**src/hw/rtl/nam_pkg.sv**
```systemverilog
// ----------------------------------------------------------------------------
// nam_pkg: shared definitions of the nibble allocation map
// Field widths, map entry codes, command and status codes, and the command
// and status bundles between the controller and the datapath.
// ----------------------------------------------------------------------------
package nam_pkg;

  // Field widths of the request and response items.
  localparam int unsigned CMD_W      = 2;
  localparam int unsigned ADDR_W     = 16;
  localparam int unsigned LENGTH_W   = 11;
  localparam int unsigned OWNER_W    = 4;
  localparam int unsigned ENTRY_W    = 4;
  localparam int unsigned STATUS_W   = 2;

  // One bit wider than an address, so that the size of the address space fits.
  localparam int unsigned SPACE_W    = ADDR_W + 1;

  // Default map depth.
  localparam int unsigned MAX_ENTRIES_DEF = 1024;

  // Register port.
  localparam int unsigned APB_AW      = 3;
  localparam int unsigned APB_DW      = 32;
  localparam int unsigned REG_SEL_BIT = 2;
  localparam logic [LENGTH_W-1:0] USE_LENGTH_RST = LENGTH_W'(1024);
  localparam logic [ADDR_W-1:0]   USE_BASE_RST   = '0;

  // Map entry codes.
  localparam logic [ENTRY_W-1:0] ENTRY_FREE = 4'h0;
  localparam logic [ENTRY_W-1:0] ENTRY_CONT = 4'hF;

  typedef enum logic [CMD_W-1:0] {
    CMD_CLAIM,
    CMD_FREE,
    CMD_QUERY,
    CMD_FREE_ALL
  } cmd_e;

  typedef enum logic [STATUS_W-1:0] {
    ST_OK,
    ST_OUTSIDE,
    ST_OWNER,
    ST_FREE
  } status_e;

  typedef enum logic [0:0] {
    REG_USE_BASE,
    REG_USE_LENGTH
  } reg_idx_e;

  // Walk pointer operations.
  typedef enum logic [2:0] {
    PTR_HOLD,
    PTR_ZERO,
    PTR_OFF,
    PTR_HEAD,
    PTR_INC,
    PTR_DEC
  } ptr_op_e;

  // Remaining count operations.
  typedef enum logic [1:0] {
    CNT_HOLD,
    CNT_SIZE,
    CNT_LENGTH,
    CNT_DEC
  } cnt_op_e;

  // Write data select.
  typedef enum logic [0:0] {
    WSEL_ZERO,
    WSEL_CLAIM
  } wsel_e;

  // Commands from the controller to the datapath, valid for one cycle.
  typedef struct packed {
    logic    load;
    ptr_op_e ptr_op;
    cnt_op_e cnt_op;
    logic    set_entry;
    logic    set_head;
    logic    set_head_next;
    logic    size_one;
    logic    size_inc;
    logic    set_status;
    status_e status;
    logic    wr;
    wsel_e   wsel;
    logic    fa_step;
  } dp_cmd_t;

  // Conditions reported by the datapath to the controller.
  typedef struct packed {
    cmd_e cmd;
    logic in_area;
    logic owner_bad;
    logic owner_mismatch;
    logic claim_over;
    logic length_zero;
    logic size_zero;
    logic rd_zero;
    logic rd_cont;
    logic ptr_zero;
    logic ptr_end;
    logic cnt_last;
    logic clr_done;
  } dp_stat_t;

endpackage

```
**src/hw/rtl/nam_ctrl.sv**
```systemverilog
// ----------------------------------------------------------------------------
// nam_ctrl: controller of the nibble allocation map
// Sequences the clearing pass, the entry read, the head and size walks, the
// claim check, the chunk writes and the free-all scan.
// ----------------------------------------------------------------------------
module nam_ctrl (
  input  logic              clk_i,
  input  logic              rst_ni,
  input  logic              req_valid_i,
  output logic              req_ready_o,
  output logic              rsp_valid_o,
  input  logic              rsp_ready_i,
  input  nam_pkg::dp_stat_t stat_i,
  output nam_pkg::dp_cmd_t  cmd_o
);

  typedef enum logic [4:0] {
    S_CLEAR,
    S_IDLE,
    S_DISP,
    S_ENT_RD,
    S_ENT_EV,
    S_HN_RD,
    S_HN_EV,
    S_HZ_RD,
    S_HZ_EV,
    S_SZ_RD,
    S_SZ_EV,
    S_CMD,
    S_CK_RD,
    S_CK_EV,
    S_WR,
    S_FA_RD,
    S_FA_EV,
    S_OUT
  } state_e;

  state_e state_q, state_d;
  logic   req_ready_q;
  logic   rsp_valid_q;

  // Next state and datapath commands.
  always_comb begin
    state_d = state_q;
    cmd_o   = '0;
    unique case (state_q)
      // Clear the map one entry per cycle after reset.
      S_CLEAR: begin
        cmd_o.wr     = 1'b1;
        cmd_o.wsel   = nam_pkg::WSEL_ZERO;
        cmd_o.ptr_op = nam_pkg::PTR_INC;
        if (stat_i.clr_done) begin
          state_d = S_IDLE;
        end
      end
      S_IDLE: begin
        if (req_valid_i && req_ready_q) begin
          cmd_o.load = 1'b1;
          state_d    = S_DISP;
        end
      end
      // Range and owner checks that need no map read.
      S_DISP: begin
        if (stat_i.cmd == nam_pkg::CMD_FREE_ALL) begin
          if (stat_i.owner_bad) begin
            cmd_o.set_status = 1'b1;
            cmd_o.status     = nam_pkg::ST_OWNER;
            state_d          = S_OUT;
          end else begin
            cmd_o.ptr_op = nam_pkg::PTR_ZERO;
            state_d      = S_FA_RD;
          end
        end else if (!stat_i.in_area) begin
          cmd_o.set_status = 1'b1;
          cmd_o.status     = nam_pkg::ST_OUTSIDE;
          state_d          = S_OUT;
        end else begin
          cmd_o.ptr_op = nam_pkg::PTR_OFF;
          state_d      = S_ENT_RD;
        end
      end
      S_ENT_RD: state_d = S_ENT_EV;
      // Entry at the address; pick the head search direction.
      S_ENT_EV: begin
        cmd_o.set_entry = 1'b1;
        if (!stat_i.rd_zero) begin
          if (stat_i.rd_cont && !stat_i.ptr_zero) begin
            cmd_o.ptr_op = nam_pkg::PTR_DEC;
            state_d      = S_HN_RD;
          end else begin
            cmd_o.set_head = 1'b1;
            cmd_o.size_one = 1'b1;
            cmd_o.ptr_op   = nam_pkg::PTR_INC;
            state_d        = S_SZ_RD;
          end
        end else if (!stat_i.ptr_zero) begin
          cmd_o.ptr_op = nam_pkg::PTR_DEC;
          state_d      = S_HZ_RD;
        end else begin
          cmd_o.set_head = 1'b1;
          state_d        = S_CMD;
        end
      end
      S_HN_RD: state_d = S_HN_EV;
      // Walk back over continuation entries to the chunk head.
      S_HN_EV: begin
        if (stat_i.rd_cont && !stat_i.ptr_zero) begin
          cmd_o.ptr_op = nam_pkg::PTR_DEC;
          state_d      = S_HN_RD;
        end else begin
          cmd_o.set_head = 1'b1;
          cmd_o.size_one = 1'b1;
          cmd_o.ptr_op   = nam_pkg::PTR_INC;
          state_d        = S_SZ_RD;
        end
      end
      S_HZ_RD: state_d = S_HZ_EV;
      // Walk back over free entries to the start of the free run.
      S_HZ_EV: begin
        if (stat_i.rd_zero) begin
          if (!stat_i.ptr_zero) begin
            cmd_o.ptr_op = nam_pkg::PTR_DEC;
            state_d      = S_HZ_RD;
          end else begin
            cmd_o.set_head = 1'b1;
            state_d        = S_CMD;
          end
        end else begin
          cmd_o.set_head_next = 1'b1;
          state_d             = S_CMD;
        end
      end
      // Count continuation entries after the head, up to the area end.
      S_SZ_RD: begin
        if (stat_i.ptr_end) begin
          state_d = S_CMD;
        end else begin
          state_d = S_SZ_EV;
        end
      end
      S_SZ_EV: begin
        if (stat_i.rd_cont) begin
          cmd_o.size_inc = 1'b1;
          cmd_o.ptr_op   = nam_pkg::PTR_INC;
          state_d        = S_SZ_RD;
        end else begin
          state_d = S_CMD;
        end
      end
      // Command decision once the chunk is known.
      S_CMD: begin
        state_d = S_OUT;
        unique case (stat_i.cmd)
          nam_pkg::CMD_FREE: begin
            if (stat_i.size_zero) begin
              cmd_o.set_status = 1'b1;
              cmd_o.status     = nam_pkg::ST_FREE;
            end else if (stat_i.owner_mismatch) begin
              cmd_o.set_status = 1'b1;
              cmd_o.status     = nam_pkg::ST_OWNER;
            end else begin
              cmd_o.ptr_op = nam_pkg::PTR_HEAD;
              cmd_o.cnt_op = nam_pkg::CNT_SIZE;
              state_d      = S_WR;
            end
          end
          nam_pkg::CMD_CLAIM: begin
            if (stat_i.claim_over) begin
              cmd_o.set_status = 1'b1;
              cmd_o.status     = nam_pkg::ST_OUTSIDE;
            end else if (stat_i.owner_bad) begin
              cmd_o.set_status = 1'b1;
              cmd_o.status     = nam_pkg::ST_OWNER;
            end else if (!stat_i.length_zero) begin
              cmd_o.ptr_op = nam_pkg::PTR_OFF;
              cmd_o.cnt_op = nam_pkg::CNT_LENGTH;
              state_d      = S_CK_RD;
            end
          end
          default: state_d = S_OUT;
        endcase
      end
      S_CK_RD: state_d = S_CK_EV;
      // Every entry of a claimed range must be free.
      S_CK_EV: begin
        if (!stat_i.rd_zero) begin
          cmd_o.set_status = 1'b1;
          cmd_o.status     = nam_pkg::ST_OWNER;
          state_d          = S_OUT;
        end else if (stat_i.cnt_last) begin
          cmd_o.ptr_op = nam_pkg::PTR_OFF;
          cmd_o.cnt_op = nam_pkg::CNT_LENGTH;
          state_d      = S_WR;
        end else begin
          cmd_o.ptr_op = nam_pkg::PTR_INC;
          cmd_o.cnt_op = nam_pkg::CNT_DEC;
          state_d      = S_CK_RD;
        end
      end
      // Write the chunk: owner and continuation codes for claim, free for free.
      S_WR: begin
        cmd_o.wr     = 1'b1;
        cmd_o.wsel   = (stat_i.cmd == nam_pkg::CMD_CLAIM) ? nam_pkg::WSEL_CLAIM
                                                          : nam_pkg::WSEL_ZERO;
        cmd_o.ptr_op = nam_pkg::PTR_INC;
        cmd_o.cnt_op = nam_pkg::CNT_DEC;
        if (stat_i.cnt_last) begin
          state_d = S_OUT;
        end
      end
      // Scan the whole area for the owner's chunks.
      S_FA_RD: begin
        if (stat_i.ptr_end) begin
          state_d = S_OUT;
        end else begin
          state_d = S_FA_EV;
        end
      end
      S_FA_EV: begin
        cmd_o.fa_step = 1'b1;
        cmd_o.ptr_op  = nam_pkg::PTR_INC;
        state_d       = S_FA_RD;
      end
      S_OUT: begin
        if (rsp_valid_q && rsp_ready_i) begin
          state_d = S_IDLE;
        end
      end
      default: state_d = S_IDLE;
    endcase
  end

  // State and registered handshake outputs.
  always_ff @(posedge clk_i or negedge rst_ni) begin
    if (!rst_ni) begin
      state_q     <= S_CLEAR;
      req_ready_q <= 1'b0;
      rsp_valid_q <= 1'b0;
    end else begin
      state_q     <= state_d;
      req_ready_q <= (state_d == S_IDLE);
      rsp_valid_q <= (state_d == S_OUT);
    end
  end

  assign req_ready_o = req_ready_q;
  assign rsp_valid_o = rsp_valid_q;

endmodule

```
**config.mk**
```make
export PLATFORM = sky130hd
export DESIGN_NAME = nam_ctrl
export DESIGN_NICKNAME = d
export VERILOG_FILES = /design/src/hw/rtl/nam_pkg.sv /design/src/hw/rtl/nam_ctrl.sv
export SDC_FILE = /design/constraint.sdc
export NUM_CORES = 1
export LEC_CHECK = 0
export ABC_AREA = 1
export BUFFER_PORTS_ARGS = -buffer_cell sky130_fd_sc_hd__buf_4
export CORE_MARGIN = 2
export CORE_UTILIZATION = 48
export CTS_CLUSTER_SIZE = 30
export DETAILED_ROUTE_END_ITERATION = 16
export HOLD_SLACK_MARGIN = 0.06
export PLACE_DENSITY = 0.82
export SLEW_MARGIN = 20
export SYNTH_ARGS = -nofsm -noshare
export SYNTH_HDL_FRONTEND = slang
export SYNTH_SLANG_ARGS = --single-unit
export TNS_END_PERCENT = 10
```
**constraint.sdc**
```tcl
create_clock -name clk_i -period 2.02 [get_ports clk_i]
set_clock_uncertainty 0.15 [all_clocks]
set_input_delay 0.303 -clock clk_i [delete_from_list [all_inputs] [get_ports clk_i]]
set_output_delay 0.303 -clock clk_i [all_outputs]
set_load 0.02 [all_outputs]
```
==> impl_results.md <==
* Number of synthesized register bits at 7
* Vias/cell at 5.522
* Die span in x at 48.19 µm
* Max VDD drop at 0.0009371 V
* R2R setup slack at 0.16 ns
* Nets@finish at 241
* Drt initial violations at 50
* Syn_nets at 195
* Clock transition at path regs at 0.05 ns
* Static Leak at 0.7891 nW
* Final worst setup slack at -0.03375 ns
* Slew Viols, Final at 0
* Initial core utilization at 52.56%
* CTS Buf Count at 3
* Total negative setup slack at -0.1261 ns
* Layout area overhead at 51.54%
* Final hold viol count at 0
* Crit-path slowest cell: dfrtp_2
* YS warnings at 0
* Reg-to-reg critical path endpoint: rsp_valid_o
* Failing checks: negative setup slack
* Min Tclk post-route at 2.054 ns
* Commonest non-fill, non-tap cell in the layout: nand2_1
* Fin crit share at 101.7%
* Initial DRT Pass Iterations at 5
* Yosys top cell area share at 18.83%
* Synth Instances at 177
* Cell taking the most area after synthesis: nand2_1
* Worst relative slew slack at 75.75%
* Pwr dens at 1248 mW/mm²
* Final setup viols at 5
* Distinct cell type count after synthesis at 23
* Avg Cell Area, Syn at 5.295 µm²
* Routed via count at 1364
* Total GRT Usage at 30.19%
* Vias in the first global route at 1160
* Total power at 1.772 mW
* Most frequent cells in the layout: nand2_1 (42), buf_4 (39), nor2_1 (31)
* Crit end category: output pin
* FF-to-FF path depth at 10
* Largest cells by area after synthesis: nand2_1 (19%), dfrtp_1 (19%), nor2_1 (15%)
* Family with the most delay on the worst path: flip-flops
* Initial antenna violation count at 0
* Avg WL per Cell at 13.79 µm
* Worst Path Arrival at 1.60 ns
* RSZ-0062 raised after global routing: yes
* First-pass GRT wire length at 4823 µm
* DP HPWL at 2571 µm
* Worst path buffer plus inverter count at 2
* Hold WC Path Type: input pin to async pin
* # IOs at 37
* Max cap viols at 0
* Crit start category: flip-flop
* Crit Path Max Fanout at 7
* Clock Latency Late Sink at 0.25 ns
* ANT cells at 0
* Longest Clk Path Bufs at 2
* WP data required at 1.57 ns
* CTS HTree Levels at 1
* Share of cells above drive strength 1 at 35.59%
* Grt ovf at 0
* Min Hold Slack at 0.2422 ns
* Gp weighted congestion at 1.072
* Largest net degree at the start of global routing at 10
* Status: finished with violations
* Die ar. at 0.002322 mm²
* Die H at 48.19 µm
* Clock Sinks at 7
* Fmax achieved at 0.4869 GHz
* Row cnt at 15
* Critical-path cell list: nor2_4 -> nand2_2 -> inv_2 -> nand2_1 -> o221ai_1 -> buf_4
* Number of port buffers at 36
* Synthesized area at 937.1 µm²
* Critical path class: flip-flop to output pin
* Register area share after synthesis at 18.69%
* WL final at 3406 µm
* Remaining DRCs at 0
* Slew @ Worst Pin at 0.3610 ns
* CORE AREA at 0.001783 mm²
* CTS tree: built
* Antenna-violating nets left at 0
* Slowest stage delay, CP at 0.47 ns
* Worst flop-to-flop path startpoint: state_q[2]
* Root Driver: clkbuf_4
[where the power goes]
group	switching, mW	leakage (nW)	total [mW]	internal [mW]
Combinational	0.846	0.690	1.32	0.472
Sequential	0.116	0.0844	0.327	0.212
Clock	0.0510	0.0150	0.126	0.0753
[sequential cells by signal (all words and copies together), names as in the netlist]
register	flops
state_q	5
rsp_valid_o	1
req_ready_o	1
[layer usage]
metal,vias to the layer above,routed length (µm),global-route usage (%)
li1,668,-,-
met1,611,1355,37.27
met2,69,1725,52.63
met3,16,204,2.963
met4,0,121,13.51
met5,-,0,0
[synth_stat cells, drive strengths merged]
master   instances
o211ai           2
nand3           26
nand3b           2
dfrtp            7
or2              1
o221ai           1
a21oi            5
nand2           48
inv             25
a2111oi          1
o21ai            6
buf              1
o31ai            2
a22o             1
o311ai           1
nor2            44
nand4            1
nor3             3
[metrics by stage]
step                util (%)  instances  setup slack [ns]  instance area, µm²
global route           79.65        247           -0.1287                1420
global placement       69.26        237           0.07019                1235
finish                 79.65        247          -0.03375                1420
floorplan                  -        177           0.05694               938.4
detailed placement     69.26        237           0.08283                1235
CTS                    74.18        243          -0.02095                1323
[timing repair]
action                                  4_1_cts  5_1_grt
setup buffers                                 1        4
endpoints found under the setup margin        9        7
gates resized for setup                      16       17
hold buffers                                  1        0
cloned                                        0        0
pin swaps                                     1        4
endpoints found under the hold margin         7        0
[cells by family (layout without fill, tap and decap cells)]
logic type / count (synthesis) / in the layout / synth area share (%)
buffers and inverters: 26 / 71 / 10.55
flip-flops: 7 / 7 / 18.69
AND/OR/NAND/NOR: 125 / 125 / 57.94
AO/OA/AOI/OAI: 19 / 19 / 12.82
[layout make-up]
| class | instances | area [µm²] |
|---|---|---|
| multi-input combinational | 144 | 762.0 |
| timing repair buffer | 42 | 325.3 |
| sequential | 7 | 181.4 |
| fill | 132 | 362.8 |
| tap | 25 | 31.28 |
| clock buffer | 4 | 26.28 |
| inverter | 25 | 93.84 |
[worst max-delay path by stage]
stage	start	endpoint	slack, ns	cells past startpoint
after floorplan	state_q[4]	cmd_o[12]	0.06	3
after global placement	state_q[3]	cmd_o[13]	0.07	8
after detailed placement	state_q[2]	cmd_o[13]	0.08	8
after CTS	state_q[4]	cmd_o[14]	-0.02	6
after global routing	state_q[3]	cmd_o[13]	-0.13	9
final	state_q[2]	cmd_o[14]	-0.03	6
Note: power is estimated with default switching activity, not from simulation.
