===== config.mk =====
export PLATFORM = sky130hd
export DESIGN_NAME = nam_dp
export DESIGN_NICKNAME = d
export VERILOG_FILES = /design/src/hw/rtl/nam_pkg.sv /design/src/hw/rtl/nam_dp.sv
export SDC_FILE = /design/constraint.sdc
export NUM_CORES = 1
export LEC_CHECK = 0
export ABC_AREA = 1
export CORE_MARGIN = 5
export CORE_UTILIZATION = 30
export DETAILED_ROUTE_END_ITERATION = 8
export DONT_BUFFER_PORTS = 1
export GPL_ROUTABILITY_DRIVEN = 0
export HOLD_SLACK_MARGIN = 0.15
export PLACE_DENSITY = 0.46
export SYNTH_ARGS = -nofsm -noshare
export SYNTH_HDL_FRONTEND = slang
export SYNTH_SLANG_ARGS = --single-unit

===== constraint.sdc =====
create_clock -name clk_i -period 4.75 [get_ports clk_i]
set_clock_uncertainty 0.15 [all_clocks]
set_input_delay 0.95 -clock clk_i [delete_from_list [all_inputs] [get_ports clk_i]]
set_output_delay 0.95 -clock clk_i [all_outputs]
set_load 0.005 [all_outputs]

===== src/hw/rtl/nam_pkg.sv =====
// ----------------------------------------------------------------------------
// nam_pkg: shared definitions of the nibble allocation map
// Field widths, map entry codes, command and status codes, and the command
// and status bundles between the controller and the datapath.
// ----------------------------------------------------------------------------
package nam_pkg;

  // Field widths of the request and response items.
  localparam int unsigned CMD_W      = 2;
  localparam int unsigned ADDR_W     = 16;
  localparam int unsigned LENGTH_W   = 11;
  localparam int unsigned OWNER_W    = 4;
  localparam int unsigned ENTRY_W    = 4;
  localparam int unsigned STATUS_W   = 2;

  // One bit wider than an address, so that the size of the address space fits.
  localparam int unsigned SPACE_W    = ADDR_W + 1;

  // Default map depth.
  localparam int unsigned MAX_ENTRIES_DEF = 1024;

  // Register port.
  localparam int unsigned APB_AW      = 3;
  localparam int unsigned APB_DW      = 32;
  localparam int unsigned REG_SEL_BIT = 2;
  localparam logic [LENGTH_W-1:0] USE_LENGTH_RST = LENGTH_W'(1024);
  localparam logic [ADDR_W-1:0]   USE_BASE_RST   = '0;

  // Map entry codes.
  localparam logic [ENTRY_W-1:0] ENTRY_FREE = 4'h0;
  localparam logic [ENTRY_W-1:0] ENTRY_CONT = 4'hF;

  typedef enum logic [CMD_W-1:0] {
    CMD_CLAIM,
    CMD_FREE,
    CMD_QUERY,
    CMD_FREE_ALL
  } cmd_e;

  typedef enum logic [STATUS_W-1:0] {
    ST_OK,
    ST_OUTSIDE,
    ST_OWNER,
    ST_FREE
  } status_e;

  typedef enum logic [0:0] {
    REG_USE_BASE,
    REG_USE_LENGTH
  } reg_idx_e;

  // Walk pointer operations.
  typedef enum logic [2:0] {
    PTR_HOLD,
    PTR_ZERO,
    PTR_OFF,
    PTR_HEAD,
    PTR_INC,
    PTR_DEC
  } ptr_op_e;

  // Remaining count operations.
  typedef enum logic [1:0] {
    CNT_HOLD,
    CNT_SIZE,
    CNT_LENGTH,
    CNT_DEC
  } cnt_op_e;

  // Write data select.
  typedef enum logic [0:0] {
    WSEL_ZERO,
    WSEL_CLAIM
  } wsel_e;

  // Commands from the controller to the datapath, valid for one cycle.
  typedef struct packed {
    logic    load;
    ptr_op_e ptr_op;
    cnt_op_e cnt_op;
    logic    set_entry;
    logic    set_head;
    logic    set_head_next;
    logic    size_one;
    logic    size_inc;
    logic    set_status;
    status_e status;
    logic    wr;
    wsel_e   wsel;
    logic    fa_step;
  } dp_cmd_t;

  // Conditions reported by the datapath to the controller.
  typedef struct packed {
    cmd_e cmd;
    logic in_area;
    logic owner_bad;
    logic owner_mismatch;
    logic claim_over;
    logic length_zero;
    logic size_zero;
    logic rd_zero;
    logic rd_cont;
    logic ptr_zero;
    logic ptr_end;
    logic cnt_last;
    logic clr_done;
  } dp_stat_t;

endpackage


===== src/hw/rtl/nam_dp.sv =====
// ----------------------------------------------------------------------------
// nam_dp: datapath of the nibble allocation map
// Holds the request, the walk pointer and count, and the result fields, and
// drives the map RAM ports under commands from the controller.
// ----------------------------------------------------------------------------
module nam_dp #(
  parameter int unsigned MAX_ENTRIES = nam_pkg::MAX_ENTRIES_DEF,
  localparam int unsigned AW = $clog2(MAX_ENTRIES),
  localparam int unsigned PW = $clog2(MAX_ENTRIES + 1)
) (
  input  logic                          clk_i,
  input  logic                          rst_ni,
  input  nam_pkg::dp_cmd_t              cmd_i,
  output nam_pkg::dp_stat_t             stat_o,
  // Request fields.
  input  logic [nam_pkg::CMD_W-1:0]     req_cmd_i,
  input  logic [nam_pkg::ADDR_W-1:0]    req_address_i,
  input  logic [nam_pkg::LENGTH_W-1:0]  req_length_i,
  input  logic [nam_pkg::OWNER_W-1:0]   req_owner_id_i,
  // Configuration.
  input  logic [nam_pkg::ADDR_W-1:0]    use_base_i,
  input  logic [nam_pkg::LENGTH_W-1:0]  use_length_i,
  // Result fields.
  output logic [nam_pkg::STATUS_W-1:0]  status_o,
  output logic [nam_pkg::ENTRY_W-1:0]   entry_value_o,
  output logic [nam_pkg::ADDR_W-1:0]    chunk_start_o,
  output logic [nam_pkg::LENGTH_W-1:0]  chunk_size_o,
  output logic [nam_pkg::ENTRY_W-1:0]   chunk_owner_o,
  // Map RAM.
  output logic                          mem_we_o,
  output logic [AW-1:0]                 mem_waddr_o,
  output logic [nam_pkg::ENTRY_W-1:0]   mem_wdata_o,
  output logic [AW-1:0]                 mem_raddr_o,
  input  logic [nam_pkg::ENTRY_W-1:0]   mem_rdata_i
);

  // Request registers.
  nam_pkg::cmd_e                  cmd_q;
  logic [nam_pkg::ADDR_W-1:0]     addr_q;
  logic [nam_pkg::LENGTH_W-1:0]   length_q;
  logic [nam_pkg::OWNER_W-1:0]    owner_q;
  logic [PW-1:0]                  len_q;

  // Walk state.
  logic [PW-1:0] ptr_q, ptr_d;
  logic [PW-1:0] cnt_q, cnt_d;
  logic [PW-1:0] head_q;
  logic          in_run_q, in_run_d;

  // Result registers.
  nam_pkg::status_e               status_q;
  logic [nam_pkg::ENTRY_W-1:0]    entry_q;
  logic [nam_pkg::ADDR_W-1:0]     start_q;
  logic [PW-1:0]                  size_q;
  logic [nam_pkg::ENTRY_W-1:0]    hval_q;

  // Combinational helpers.
  logic [nam_pkg::SPACE_W-1:0]    room;
  logic [nam_pkg::SPACE_W-1:0]    len_full;
  logic [nam_pkg::ADDR_W-1:0]     addr_delta;
  logic [PW-1:0]                  off;
  logic [PW-1:0]                  ptr_next;
  logic [nam_pkg::ENTRY_W-1:0]    claim_val;
  logic                           fa_hit;

  // Effective area length: use_length cut to the map depth and the address space.
  always_comb begin
    room     = (nam_pkg::SPACE_W'(1) << nam_pkg::ADDR_W) - nam_pkg::SPACE_W'(use_base_i);
    len_full = nam_pkg::SPACE_W'(use_length_i);
    if (len_full > nam_pkg::SPACE_W'(MAX_ENTRIES)) begin
      len_full = nam_pkg::SPACE_W'(MAX_ENTRIES);
    end
    if (len_full > room) begin
      len_full = room;
    end
  end

  // Offset of the request address within the area.
  assign addr_delta = addr_q - use_base_i;
  assign off        = PW'(addr_delta);
  assign ptr_next   = ptr_q + PW'(1);

  // Claim writes the owner at the head and the continuation code after it.
  assign claim_val = (ptr_q == off) ? owner_q : nam_pkg::ENTRY_CONT;

  // Free-all clears an owner's head and the continuation run that follows it.
  assign fa_hit = cmd_i.fa_step &&
                  ((in_run_q && (mem_rdata_i == nam_pkg::ENTRY_CONT)) ||
                   (mem_rdata_i == owner_q));
  assign in_run_d = cmd_i.load ? 1'b0 : (cmd_i.fa_step ? fa_hit : in_run_q);

  // Status toward the controller.
  always_comb begin
    stat_o.cmd            = cmd_q;
    stat_o.in_area        = (addr_q >= use_base_i) &&
                            (nam_pkg::SPACE_W'(addr_delta) < nam_pkg::SPACE_W'(len_q));
    stat_o.owner_bad      = (owner_q == nam_pkg::ENTRY_FREE) ||
                            (owner_q == nam_pkg::ENTRY_CONT);
    stat_o.owner_mismatch = (hval_q != owner_q) || (owner_q == nam_pkg::ENTRY_CONT);
    stat_o.claim_over     = nam_pkg::SPACE_W'(length_q) > nam_pkg::SPACE_W'(len_q - off);
    stat_o.length_zero    = (length_q == '0);
    stat_o.size_zero      = (size_q == '0);
    stat_o.rd_zero        = (mem_rdata_i == nam_pkg::ENTRY_FREE);
    stat_o.rd_cont        = (mem_rdata_i == nam_pkg::ENTRY_CONT);
    stat_o.ptr_zero       = (ptr_q == '0);
    stat_o.ptr_end        = (ptr_q >= len_q);
    stat_o.cnt_last       = (cnt_q == PW'(1));
    stat_o.clr_done       = (ptr_q == PW'(MAX_ENTRIES - 1));
  end

  // Pointer update.
  always_comb begin
    unique case (cmd_i.ptr_op)
      nam_pkg::PTR_HOLD: ptr_d = ptr_q;
      nam_pkg::PTR_ZERO: ptr_d = '0;
      nam_pkg::PTR_OFF:  ptr_d = off;
      nam_pkg::PTR_HEAD: ptr_d = head_q;
      nam_pkg::PTR_INC:  ptr_d = ptr_next;
      nam_pkg::PTR_DEC:  ptr_d = ptr_q - PW'(1);
      default:           ptr_d = ptr_q;
    endcase
  end

  // Remaining count update.
  always_comb begin
    unique case (cmd_i.cnt_op)
      nam_pkg::CNT_HOLD:   cnt_d = cnt_q;
      nam_pkg::CNT_SIZE:   cnt_d = size_q;
      nam_pkg::CNT_LENGTH: cnt_d = PW'(length_q);
      nam_pkg::CNT_DEC:    cnt_d = cnt_q - PW'(1);
      default:             cnt_d = cnt_q;
    endcase
  end

  // Control registers.
  always_ff @(posedge clk_i or negedge rst_ni) begin
    if (!rst_ni) begin
      ptr_q    <= '0;
      in_run_q <= 1'b0;
    end else begin
      ptr_q    <= ptr_d;
      in_run_q <= in_run_d;
    end
  end

  // Request, walk and result registers.
  always_ff @(posedge clk_i) begin
    cnt_q <= cnt_d;
    if (cmd_i.load) begin
      cmd_q    <= nam_pkg::cmd_e'(req_cmd_i);
      addr_q   <= req_address_i;
      length_q <= req_length_i;
      owner_q  <= req_owner_id_i;
      len_q    <= PW'(len_full);
      status_q <= nam_pkg::ST_OK;
      entry_q  <= nam_pkg::ENTRY_FREE;
      start_q  <= '0;
      size_q   <= '0;
      hval_q   <= nam_pkg::ENTRY_FREE;
    end
    if (cmd_i.set_entry) begin
      entry_q <= mem_rdata_i;
    end
    if (cmd_i.set_head) begin
      head_q  <= ptr_q;
      hval_q  <= mem_rdata_i;
      start_q <= use_base_i + nam_pkg::ADDR_W'(ptr_q);
    end
    if (cmd_i.set_head_next) begin
      head_q  <= ptr_next;
      hval_q  <= nam_pkg::ENTRY_FREE;
      start_q <= use_base_i + nam_pkg::ADDR_W'(ptr_next);
    end
    if (cmd_i.size_one) begin
      size_q <= PW'(1);
    end else if (cmd_i.size_inc) begin
      size_q <= size_q + PW'(1);
    end
    if (cmd_i.set_status) begin
      status_q <= cmd_i.status;
    end
  end

  // Map RAM ports.
  assign mem_we_o    = cmd_i.wr || fa_hit;
  assign mem_waddr_o = ptr_q[AW-1:0];
  assign mem_raddr_o = ptr_q[AW-1:0];
  assign mem_wdata_o = (cmd_i.wr && (cmd_i.wsel == nam_pkg::WSEL_CLAIM)) ? claim_val
                                                                          : nam_pkg::ENTRY_FREE;

  // Result fields.
  assign status_o      = status_q;
  assign entry_value_o = entry_q;
  assign chunk_start_o = start_q;
  assign chunk_size_o  = nam_pkg::LENGTH_W'(size_q);
  assign chunk_owner_o = hval_q;

endmodule


==> metrics.md, run 1 <==
| Metric | Value |
|---|---|
| TritonCTS clock tree | `done` |
| Tightest Hold Check Type | `reg2reg` |
| Clock net sink count | `115` |
| Power per unit of standard cell area | `401.8 mW/mm^2` |
| Ys flop type | `edfxtp_1` |
| Global-route wire length before repair | `52,570 um` |
| Max Buffers Root-to-Sink | `2` |
| X dimension of the die | `193.2 um` |
| Mapped Nets | `1,549` |
| Start-to-end type of the worst setup path | `in2out` |
| Leading post-synthesis cells by instance count | `nand2_1 (333), inv_1 (206), ha_1 (101)` |
| Routed WL per cell | `17.93 um` |
| Pins Over Slew Limit | `0` |
| Finished Cell Area | `0.01243 sq mm` |
| Number of warning messages in the yosys log | `0` |
| Area used by multi-input combinational logic | `0.006200 sq mm` |
| Critical R2R Capture | `chunk_start_o[8]$_DFFE_PP_` |
| Netlist area before placement | `0.01006 sq mm` |
| Latest clock arrival within the worst-skew pair | `0.43 ns` |
| Element type at the critical path start | `input pin` |
| Setup repair after global routing missed its margin | `true` |
| Top-count cell post-synth | `nand2_1` |
| Max-slew headroom | `0.3614` |
| Number of optimization iterations in the first detailed-route pass | `5` |
| Total count of hold-check failures in the final report | `0` |
| Max Cap Viol | `0` |
| Upper clock frequency limit | `192.8 MHz` |
| Deepest level of the CTS H-tree | `4` |
| Mean cell area of the mapped netlist | `7.394 sq um` |
| Share of layout cells above drive strength 1 | `0.1860` |
| Residual DRC count | `0` |
| Internal reg-to-reg setup slack | `1.07 ns` |
| Net total in the final layout | `1,648` |
| Effective utilization at floorplan | `0.3016` |
| Worst hold margin | `0.3407 ns` |
| Total power after layout | `0.004992 W` |
| Post-layout worst setup margin | `-0.4376 ns` |
| Number of synthesized flops with an enable pin | `88` |
| CTS Root Buffer Type | `clkbuf_16` |
| Hold wc startpoint | `head_q[10]$_DFFE_PP_` |
| Detail Placement HPWL | `27,390 um` |
| Clock transition time at the flip-flop clock pins of the worst setup and hold paths | `0.06 ns` |
| Data arrival time of the critical path | `4.09 ns` |
| Launching point of the worst reg2reg path | `ptr_q[2]$_DFFE_PN0P_` |
| Reg2Reg Depth | `12` |
| Setup crit end kind | `output port` |
| Number of distinct library cells after synthesis | `57` |
| Average vias per placed instance | `4.852` |
| I/O pins | `159` |
| Pin slew with the least headroom to its limit | `0.9552 ns` |
| Number of buffers inserted during clock tree synthesis | `17` |
| Vertical die dimension | `193.2 um` |
| Share of total power in the clock network | `0.286` |
| Placed standard-cell area | `0.01113 sq mm` |
| Required time of the critical path | `3.65 ns` |
| Row count | `67` |
| Wirelength, routed | `34,450 um` |
| Number of fillers in the final layout | `3,574` |
| Yosys top cell area share | `0.2626` |
| Outcome | `finished, violations left` |
| Hold-critical path depth | `2` |
| Post-placement setup slack | `-0.4456 ns` |
| Maximum vdd drop | `0.2519 mV` |
| Leak pwr | `5.796 nW` |
| Portion of the post-synthesis area used by sequential elements | `0.3223` |
| Cell accounting for the most synthesized area | `edfxtp_1` |
| Switching Fraction | `0.3840` |
| Number of DRC markers after the initial detailed-route iteration | `496` |
| Overall die area | `0.03731 sq mm` |
| Critical path fanouts, max | `6` |
| Count of input and output buffers | `0` |
| Largest net degree at the start of global routing | `51` |
| Total of endpoints with negative setup slack in the final report | `5` |
| Post-route fraction of the period consumed by the critical path | `1.092` |
| Logic gate share of total power | `0.420` |
| Tot GR Track Use | `0.1851` |
| Violations in the final reports | `negative setup slack` |
| Post-synthesis instance total | `1,361` |
| Remaining global-route overflow | `0` |
| Count of antenna-violating nets left after detailed routing | `0` |
| Antenna violations before repair | `0` |
| Total number of vias | `9,321` |
| Final critical path time including I/O delays and setup | `5.188 ns` |
| Core occupancy in the finished layout | `0.3724` |
| Number of global-route vias before repair | `9,499` |
| Total of flip-flops plus latches after synthesis | `115` |
| Sw power | `0.001917 W` |
| Internal Dissipation | `0.003075 W` |
| Sink of the worst hold path | `ptr_q[10]$_DFFE_PN0P_` |
| Core area | `0.03336 sq mm` |
| Storage cell area | `0.003243 sq mm` |
| Number of antenna cells inserted | `0` |
| Post-synthesis async set-or-reset flop share | `0.1043` |
| Area growth from synthesis to layout | `23.47%` |
| Cell types occupying the most area after synthesis | `edfxtp_1 (26%), ha_1 (13%), nand2_1 (12%)` |
| Sequential cell fraction of total power | `0.294` |
## registers in the layout, indices dropped and copies added, names as in the netlist
name           count
cmd_q              2
in_run_q           1
addr_q            16
status_o           2
cnt_q             11
head_q            11
chunk_start_o     16
chunk_size_o      11
length_q          11
entry_value_o      4
ptr_q             11
chunk_owner_o      4
owner_q            4
len_q             11
## logic make-up (layout without fill, tap and decap cells)
kind of cell / Yosys count / in the layout / share of synthesized area
AO/OA/AOI/OAI: 219 / 219 / 0.1273
XOR/XNOR: 44 / 44 / 0.03829
adder cells (fa/ha/maj): 105 / 105 / 0.1335
buffers and inverters: 259 / 371 / 0.1070
flip-flops: 115 / 115 / 0.3223
AND/OR/NAND/NOR: 619 / 619 / 0.2715
## worst max-delay path: stages
cell and delay (ns):
ha_4 0.11, inv_2 0.04, fa_2 0.45, nand2_2 0.11, nand3_2 0.08, nand2_2 0.10
nand2_2 0.08, ha_4 0.32, nand2_4 0.05, nor3_2 0.16, nand2_1 0.06, o211ai_1 0.13
nand2_1 0.10, nor2_2 0.14, nor2_1 0.06, xor2_1 0.15, ha_1 0.29, nand2_2 0.07
nor4b_2 0.26, nand2_1 0.08, nand2_1 0.08, a31oi_2 0.05, buf_4 0.16
## stage by stage
stage          std cells  TNS [ns]
3_3_place_gp        1852   -0.4111
6_report            1921    -1.602
4_1_cts             1915   -0.7703
2_1_floorplan       1361         0
3_5_place_dp        1852   -0.4456
5_1_grt             1921    -2.261
## cells in the final DEF (no fill, tap or decap), drive strengths merged, types with 21 or more instances in the layout
master and count:
inv 215, nand4 21, nand2 340, ha 101
nor3 26, o21ai 62, nand3 98, nor2 106
a21oi 90, xor2 32, buf 121, edfxtp 88
## power by group through the flow
stage	Sequential (W)	Combinational [W]	Clock, W
floorplan	0.00138	0.00140	0
detailed placement	0.00148	0.00187	0
finish	0.00147	0.00210	0.00143
global placement	0.00149	0.00187	0
CTS	0.00147	0.00204	0.00148
global route	0.00150	0.00237	0.00152
## final cells by class
type,count,share of cell area
clock inverters,14,0.01702
repair buffers,122,0.07753
inverters,217,0.06585
well taps,448,0.04511
multi-input cells,987,0.4989
flip-flops and latches,115,0.2610
clock buffers,18,0.03454
## layer usage
layer  wire (um)  global-route usage  up-vias
li1            -                   -     4749
met1       14350              0.2175     4373
met2       17480              0.3346      168
met3        2008             0.04627       31
met4         604             0.05229        0
met5           0                   0        -
## how the worst max path moves through the flow
| stage | startpoint | end | slack, ns | cells past startpoint |
|---|---|---|---|---|
| 3_3_place_gp | use_base_i[0] | stat_o[8] | -0.41 | 24 |
| 5_1_grt | addr_q[0]$_DFFE_PP_ | stat_o[8] | -0.64 | 24 |
| 4_1_cts | use_base_i[1] | stat_o[8] | -0.28 | 22 |
| 6_report | use_base_i[0] | stat_o[8] | -0.44 | 23 |
| 3_5_place_dp | use_base_i[0] | stat_o[8] | -0.45 | 24 |
| 2_1_floorplan | use_base_i[0] | stat_o[8] | 0.005 | 21 |
## what timing repair did
| item | CTS | global route |
|---|---|---|
| resized for setup | 62 | 31 |
| hold buffers | 1 | 0 |
| pin swaps | 46 | 39 |
| setup endpoints to repair | 1 | 6 |
| setup buffers | 30 | 6 |
| hold endpoints to repair | 12 | 0 |
Power figures use the tool's default switching activity.
==> run 2, diff against run 1 <==
Settings changed: REMOVE_ABC_BUFFERS set to 1.
==> run 2 against run 1 <==
The run still ends with negative setup slack left. Register-to-register slack worse by 0.02 ns. Sequential share of layout area is 0.16 points higher. Non-clock buffer count down 6. Critical path type unchanged. Highest routed layer is now met5.
==> metrics.md, run 2 (same netlist as run 1, synthesis figures left out) <==
| Metric | Value |
|---|---|
| Outcome | `finished, violations left` |
| Violations in the final reports | `negative setup slack` |
| Total count of hold-check failures in the final report | `0` |
| Reg2Reg Depth | `12` |
| Maximum vdd drop | `0.2635 mV` |
| Share of layout cells above drive strength 1 | `0.1800` |
| Number of global-route vias before repair | `9,560` |
| Global-route wire length before repair | `52,640 um` |
| Launching point of the worst reg2reg path | `ptr_q[0]$_DFFE_PN0P_` |
| Tot GR Track Use | `0.1852` |
| Element type at the critical path start | `input pin` |
| Peak per-stage delay on the critical path | `0.48 ns` |
| Average vias per placed instance | `4.909` |
| Final critical path time including I/O delays and setup | `5.086 ns` |
| Max Cap Viol | `0` |
| Upper clock frequency limit | `196.6 MHz` |
| Core occupancy in the finished layout | `0.3702` |
| Internal reg-to-reg setup slack | `1.05 ns` |
| Pin slew with the least headroom to its limit | `0.9929 ns` |
| Number of fillers in the final layout | `3,505` |
| Post-route fraction of the period consumed by the critical path | `1.071` |
| Row count | `67` |
| Core area | `0.03336 sq mm` |
| Residual DRC count | `0` |
| Most prevalent standard cell on the critical path | `nand2_1` |
| Remaining global-route overflow | `0` |
| Total number of vias | `9,406` |
| Effective utilization at floorplan | `0.3016` |
| Routed WL per cell | `17.95 um` |
| Number of buffers inserted during clock tree synthesis | `17` |
| Setup crit end kind | `output port` |
| Start-to-end type of the worst setup path | `in2out` |
| Most frequent standard cell in the layout excluding fill and tap cells | `nand2_1` |
| Power per unit of standard cell area | `404.0 mW/mm^2` |
| Tightest Hold Check Type | `reg2reg` |
| X dimension of the die | `193.2 um` |
| Cell-by-cell trace of the critical path | `clkinvlp_4 -> fa_2 -> xnor2_2 -> buf_4 -> ha_1 -> a21oi_1 -> o21ai_2 -> nand2_1 -> o211ai_1 -> xor2_1 -> ha_1 -> nand2_2 -> nor2_4 -> nand2_1 -> nand3_1 -> a21oi_1 -> o21ai_1 -> nand2_1 -> a31oi_2 -> buf_4` |
| Pins Over Slew Limit | `0` |
| Latest clock arrival within the worst-skew pair | `0.44 ns` |
| CTS Root Buffer Type | `clkbuf_16` |
| Cell class contributing the biggest share of worst-path delay | `adder cells` |
| Clock net sink count | `115` |
| Most frequent cells in the layout | `nand2_1 (310), inv_1 (200), buf_4 (111), nor2_1 (93), edfxtp_1 (88)` |
| Clock transition time at the flip-flop clock pins of the worst setup and hold paths | `0.06 ns` |
| Data arrival time of the critical path | `3.99 ns` |
| Count of input and output buffers | `0` |
| Critical path buffers and inverters | `3` |
| Post-layout worst setup margin | `-0.3363 ns` |
| Critical R2R Capture | `chunk_start_o[8]$_DFFE_PP_` |
| I/O pins | `159` |
| Required time of the critical path | `3.65 ns` |
| Critical path fanouts, max | `5` |
| Hold-critical path depth | `2` |
| Overall die area | `0.03731 sq mm` |
| Detail Placement HPWL | `27,210 um` |
| Net total in the final layout | `1,642` |
| Max-slew headroom | `0.3329` |
| Max Buffers Root-to-Sink | `2` |
| Largest net degree at the start of global routing | `51` |
| Total of endpoints with negative setup slack in the final report | `1` |
| Hold wc startpoint | `head_q[10]$_DFFE_PP_` |
| Wirelength, routed | `34,400 um` |
| Vertical die dimension | `193.2 um` |
| Area growth from synthesis to layout | `22.73%` |
| Total power after layout | `0.004990 W` |
| Number of DRC markers after the initial detailed-route iteration | `508` |
| Setup repair after global routing missed its margin | `true` |
| Sink of the worst hold path | `ptr_q[10]$_DFFE_PN0P_` |
| Slowest cell on the critical path | `fa_2` |
| Deepest level of the CTS H-tree | `4` |
| Count of antenna-violating nets left after detailed routing | `0` |
| Leak pwr | `5.766 nW` |
| TritonCTS clock tree | `done` |
| Number of optimization iterations in the first detailed-route pass | `7` |
| Antenna violations before repair | `3` |
[run 2: cell types whose count changed in the layout (fill, tap and decap cells not counted), sizes merged]
cell,before,now
bufinv,5,4
clkinvlp,4,3
diode,0,1
inv,215,219
clkinv,7,5
buf,121,115
[run 2: worst register-to-register path: cells and delay by family (launching register included)]
kind | cells | cell delay [ns]
adder cells (fa/ha/maj) | 1 | 0.27
AND/OR/NAND/NOR | 3 | 0.49
AO/OA/AOI/OAI | 6 | 1.37
flip-flops | 1 | 0.67
buffers and inverters | 2 | 0.47
[run 2: how the worst max path moves through the flow]
stage | startpoint | endpoint | cells after the start
floorplan | use_base_i[0] | stat_o[8] | 20
global placement | use_base_i[0] | stat_o[8] | 22
detailed placement | use_base_i[0] | stat_o[8] | 22
CTS | addr_q[0]$_DFFE_PP_ | stat_o[8] | 24
finish | use_base_i[1] | stat_o[8] | 20
global route | use_base_i[1] | stat_o[8] | 23
[run 2: through the flow]
| stage | TNS (ns) | hold slack (ns) | cells | setup slack [ns] | instance area [sq um] |
|---|---|---|---|---|---|
| floorplan | -0.2122 | 0.2966 | 1319 | -0.2122 | 9801 |
| global route | -0.6211 | 0.3677 | 1916 | -0.5242 | 12350 |
| finish | -0.3363 | 0.3504 | 1916 | -0.3363 | 12350 |
| global placement | -0.5751 | 0.3276 | 1862 | -0.5751 | 11070 |
| detailed placement | -0.6277 | 0.3354 | 1862 | -0.6277 | 11070 |
| CTS | -0.6361 | 0.3481 | 1909 | -0.3791 | 12110 |
[run 2: layout make-up]
| cell class | count | area, sq um | share of cell area |
|---|---|---|---|
| inverter | 217 | 818.3 | 0.06625 |
| timing repair buffer | 116 | 897.1 | 0.07264 |
| antenna | 1 | 2.502 | 0.0002026 |
| multi-input combinational | 987 | 6190 | 0.5012 |
| clock buffer | 18 | 439.2 | 0.03556 |
| sequential | 115 | 3243 | 0.2626 |
| clock inverter | 14 | 200.2 | 0.01621 |
| tap | 448 | 560.5 | 0.04539 |
[run 2: repair_timing]
action,4_1_cts,5_1_grt
endpoints found under the hold margin,12,0
pin swaps,30,40
gates resized for setup,56,40
endpoints found under the setup margin,1,6
setup buffers,14,8
hold buffers,1,0
cloned,0,0
[run 2: report_power, final]
| part | leakage (nW) | internal (W) | switching [W] |
|---|---|---|---|
| Sequential | 1.18 | 0.00127 | 0.000174 |
| Combinational | 4.28 | 0.000886 | 0.00124 |
| Clock | 0.306 | 0.000897 | 0.000524 |
| Total | 5.77 | 0.00305 | 0.00194 |
[run 2: layer usage]
layer	global-route usage	wire, um	up-vias
met5	0	23	-
met4	0.07298	1052	4
met3	0.04897	2209	64
met2	0.3210	16770	242
met1	0.2189	14340	4357
li1	-	-	4739
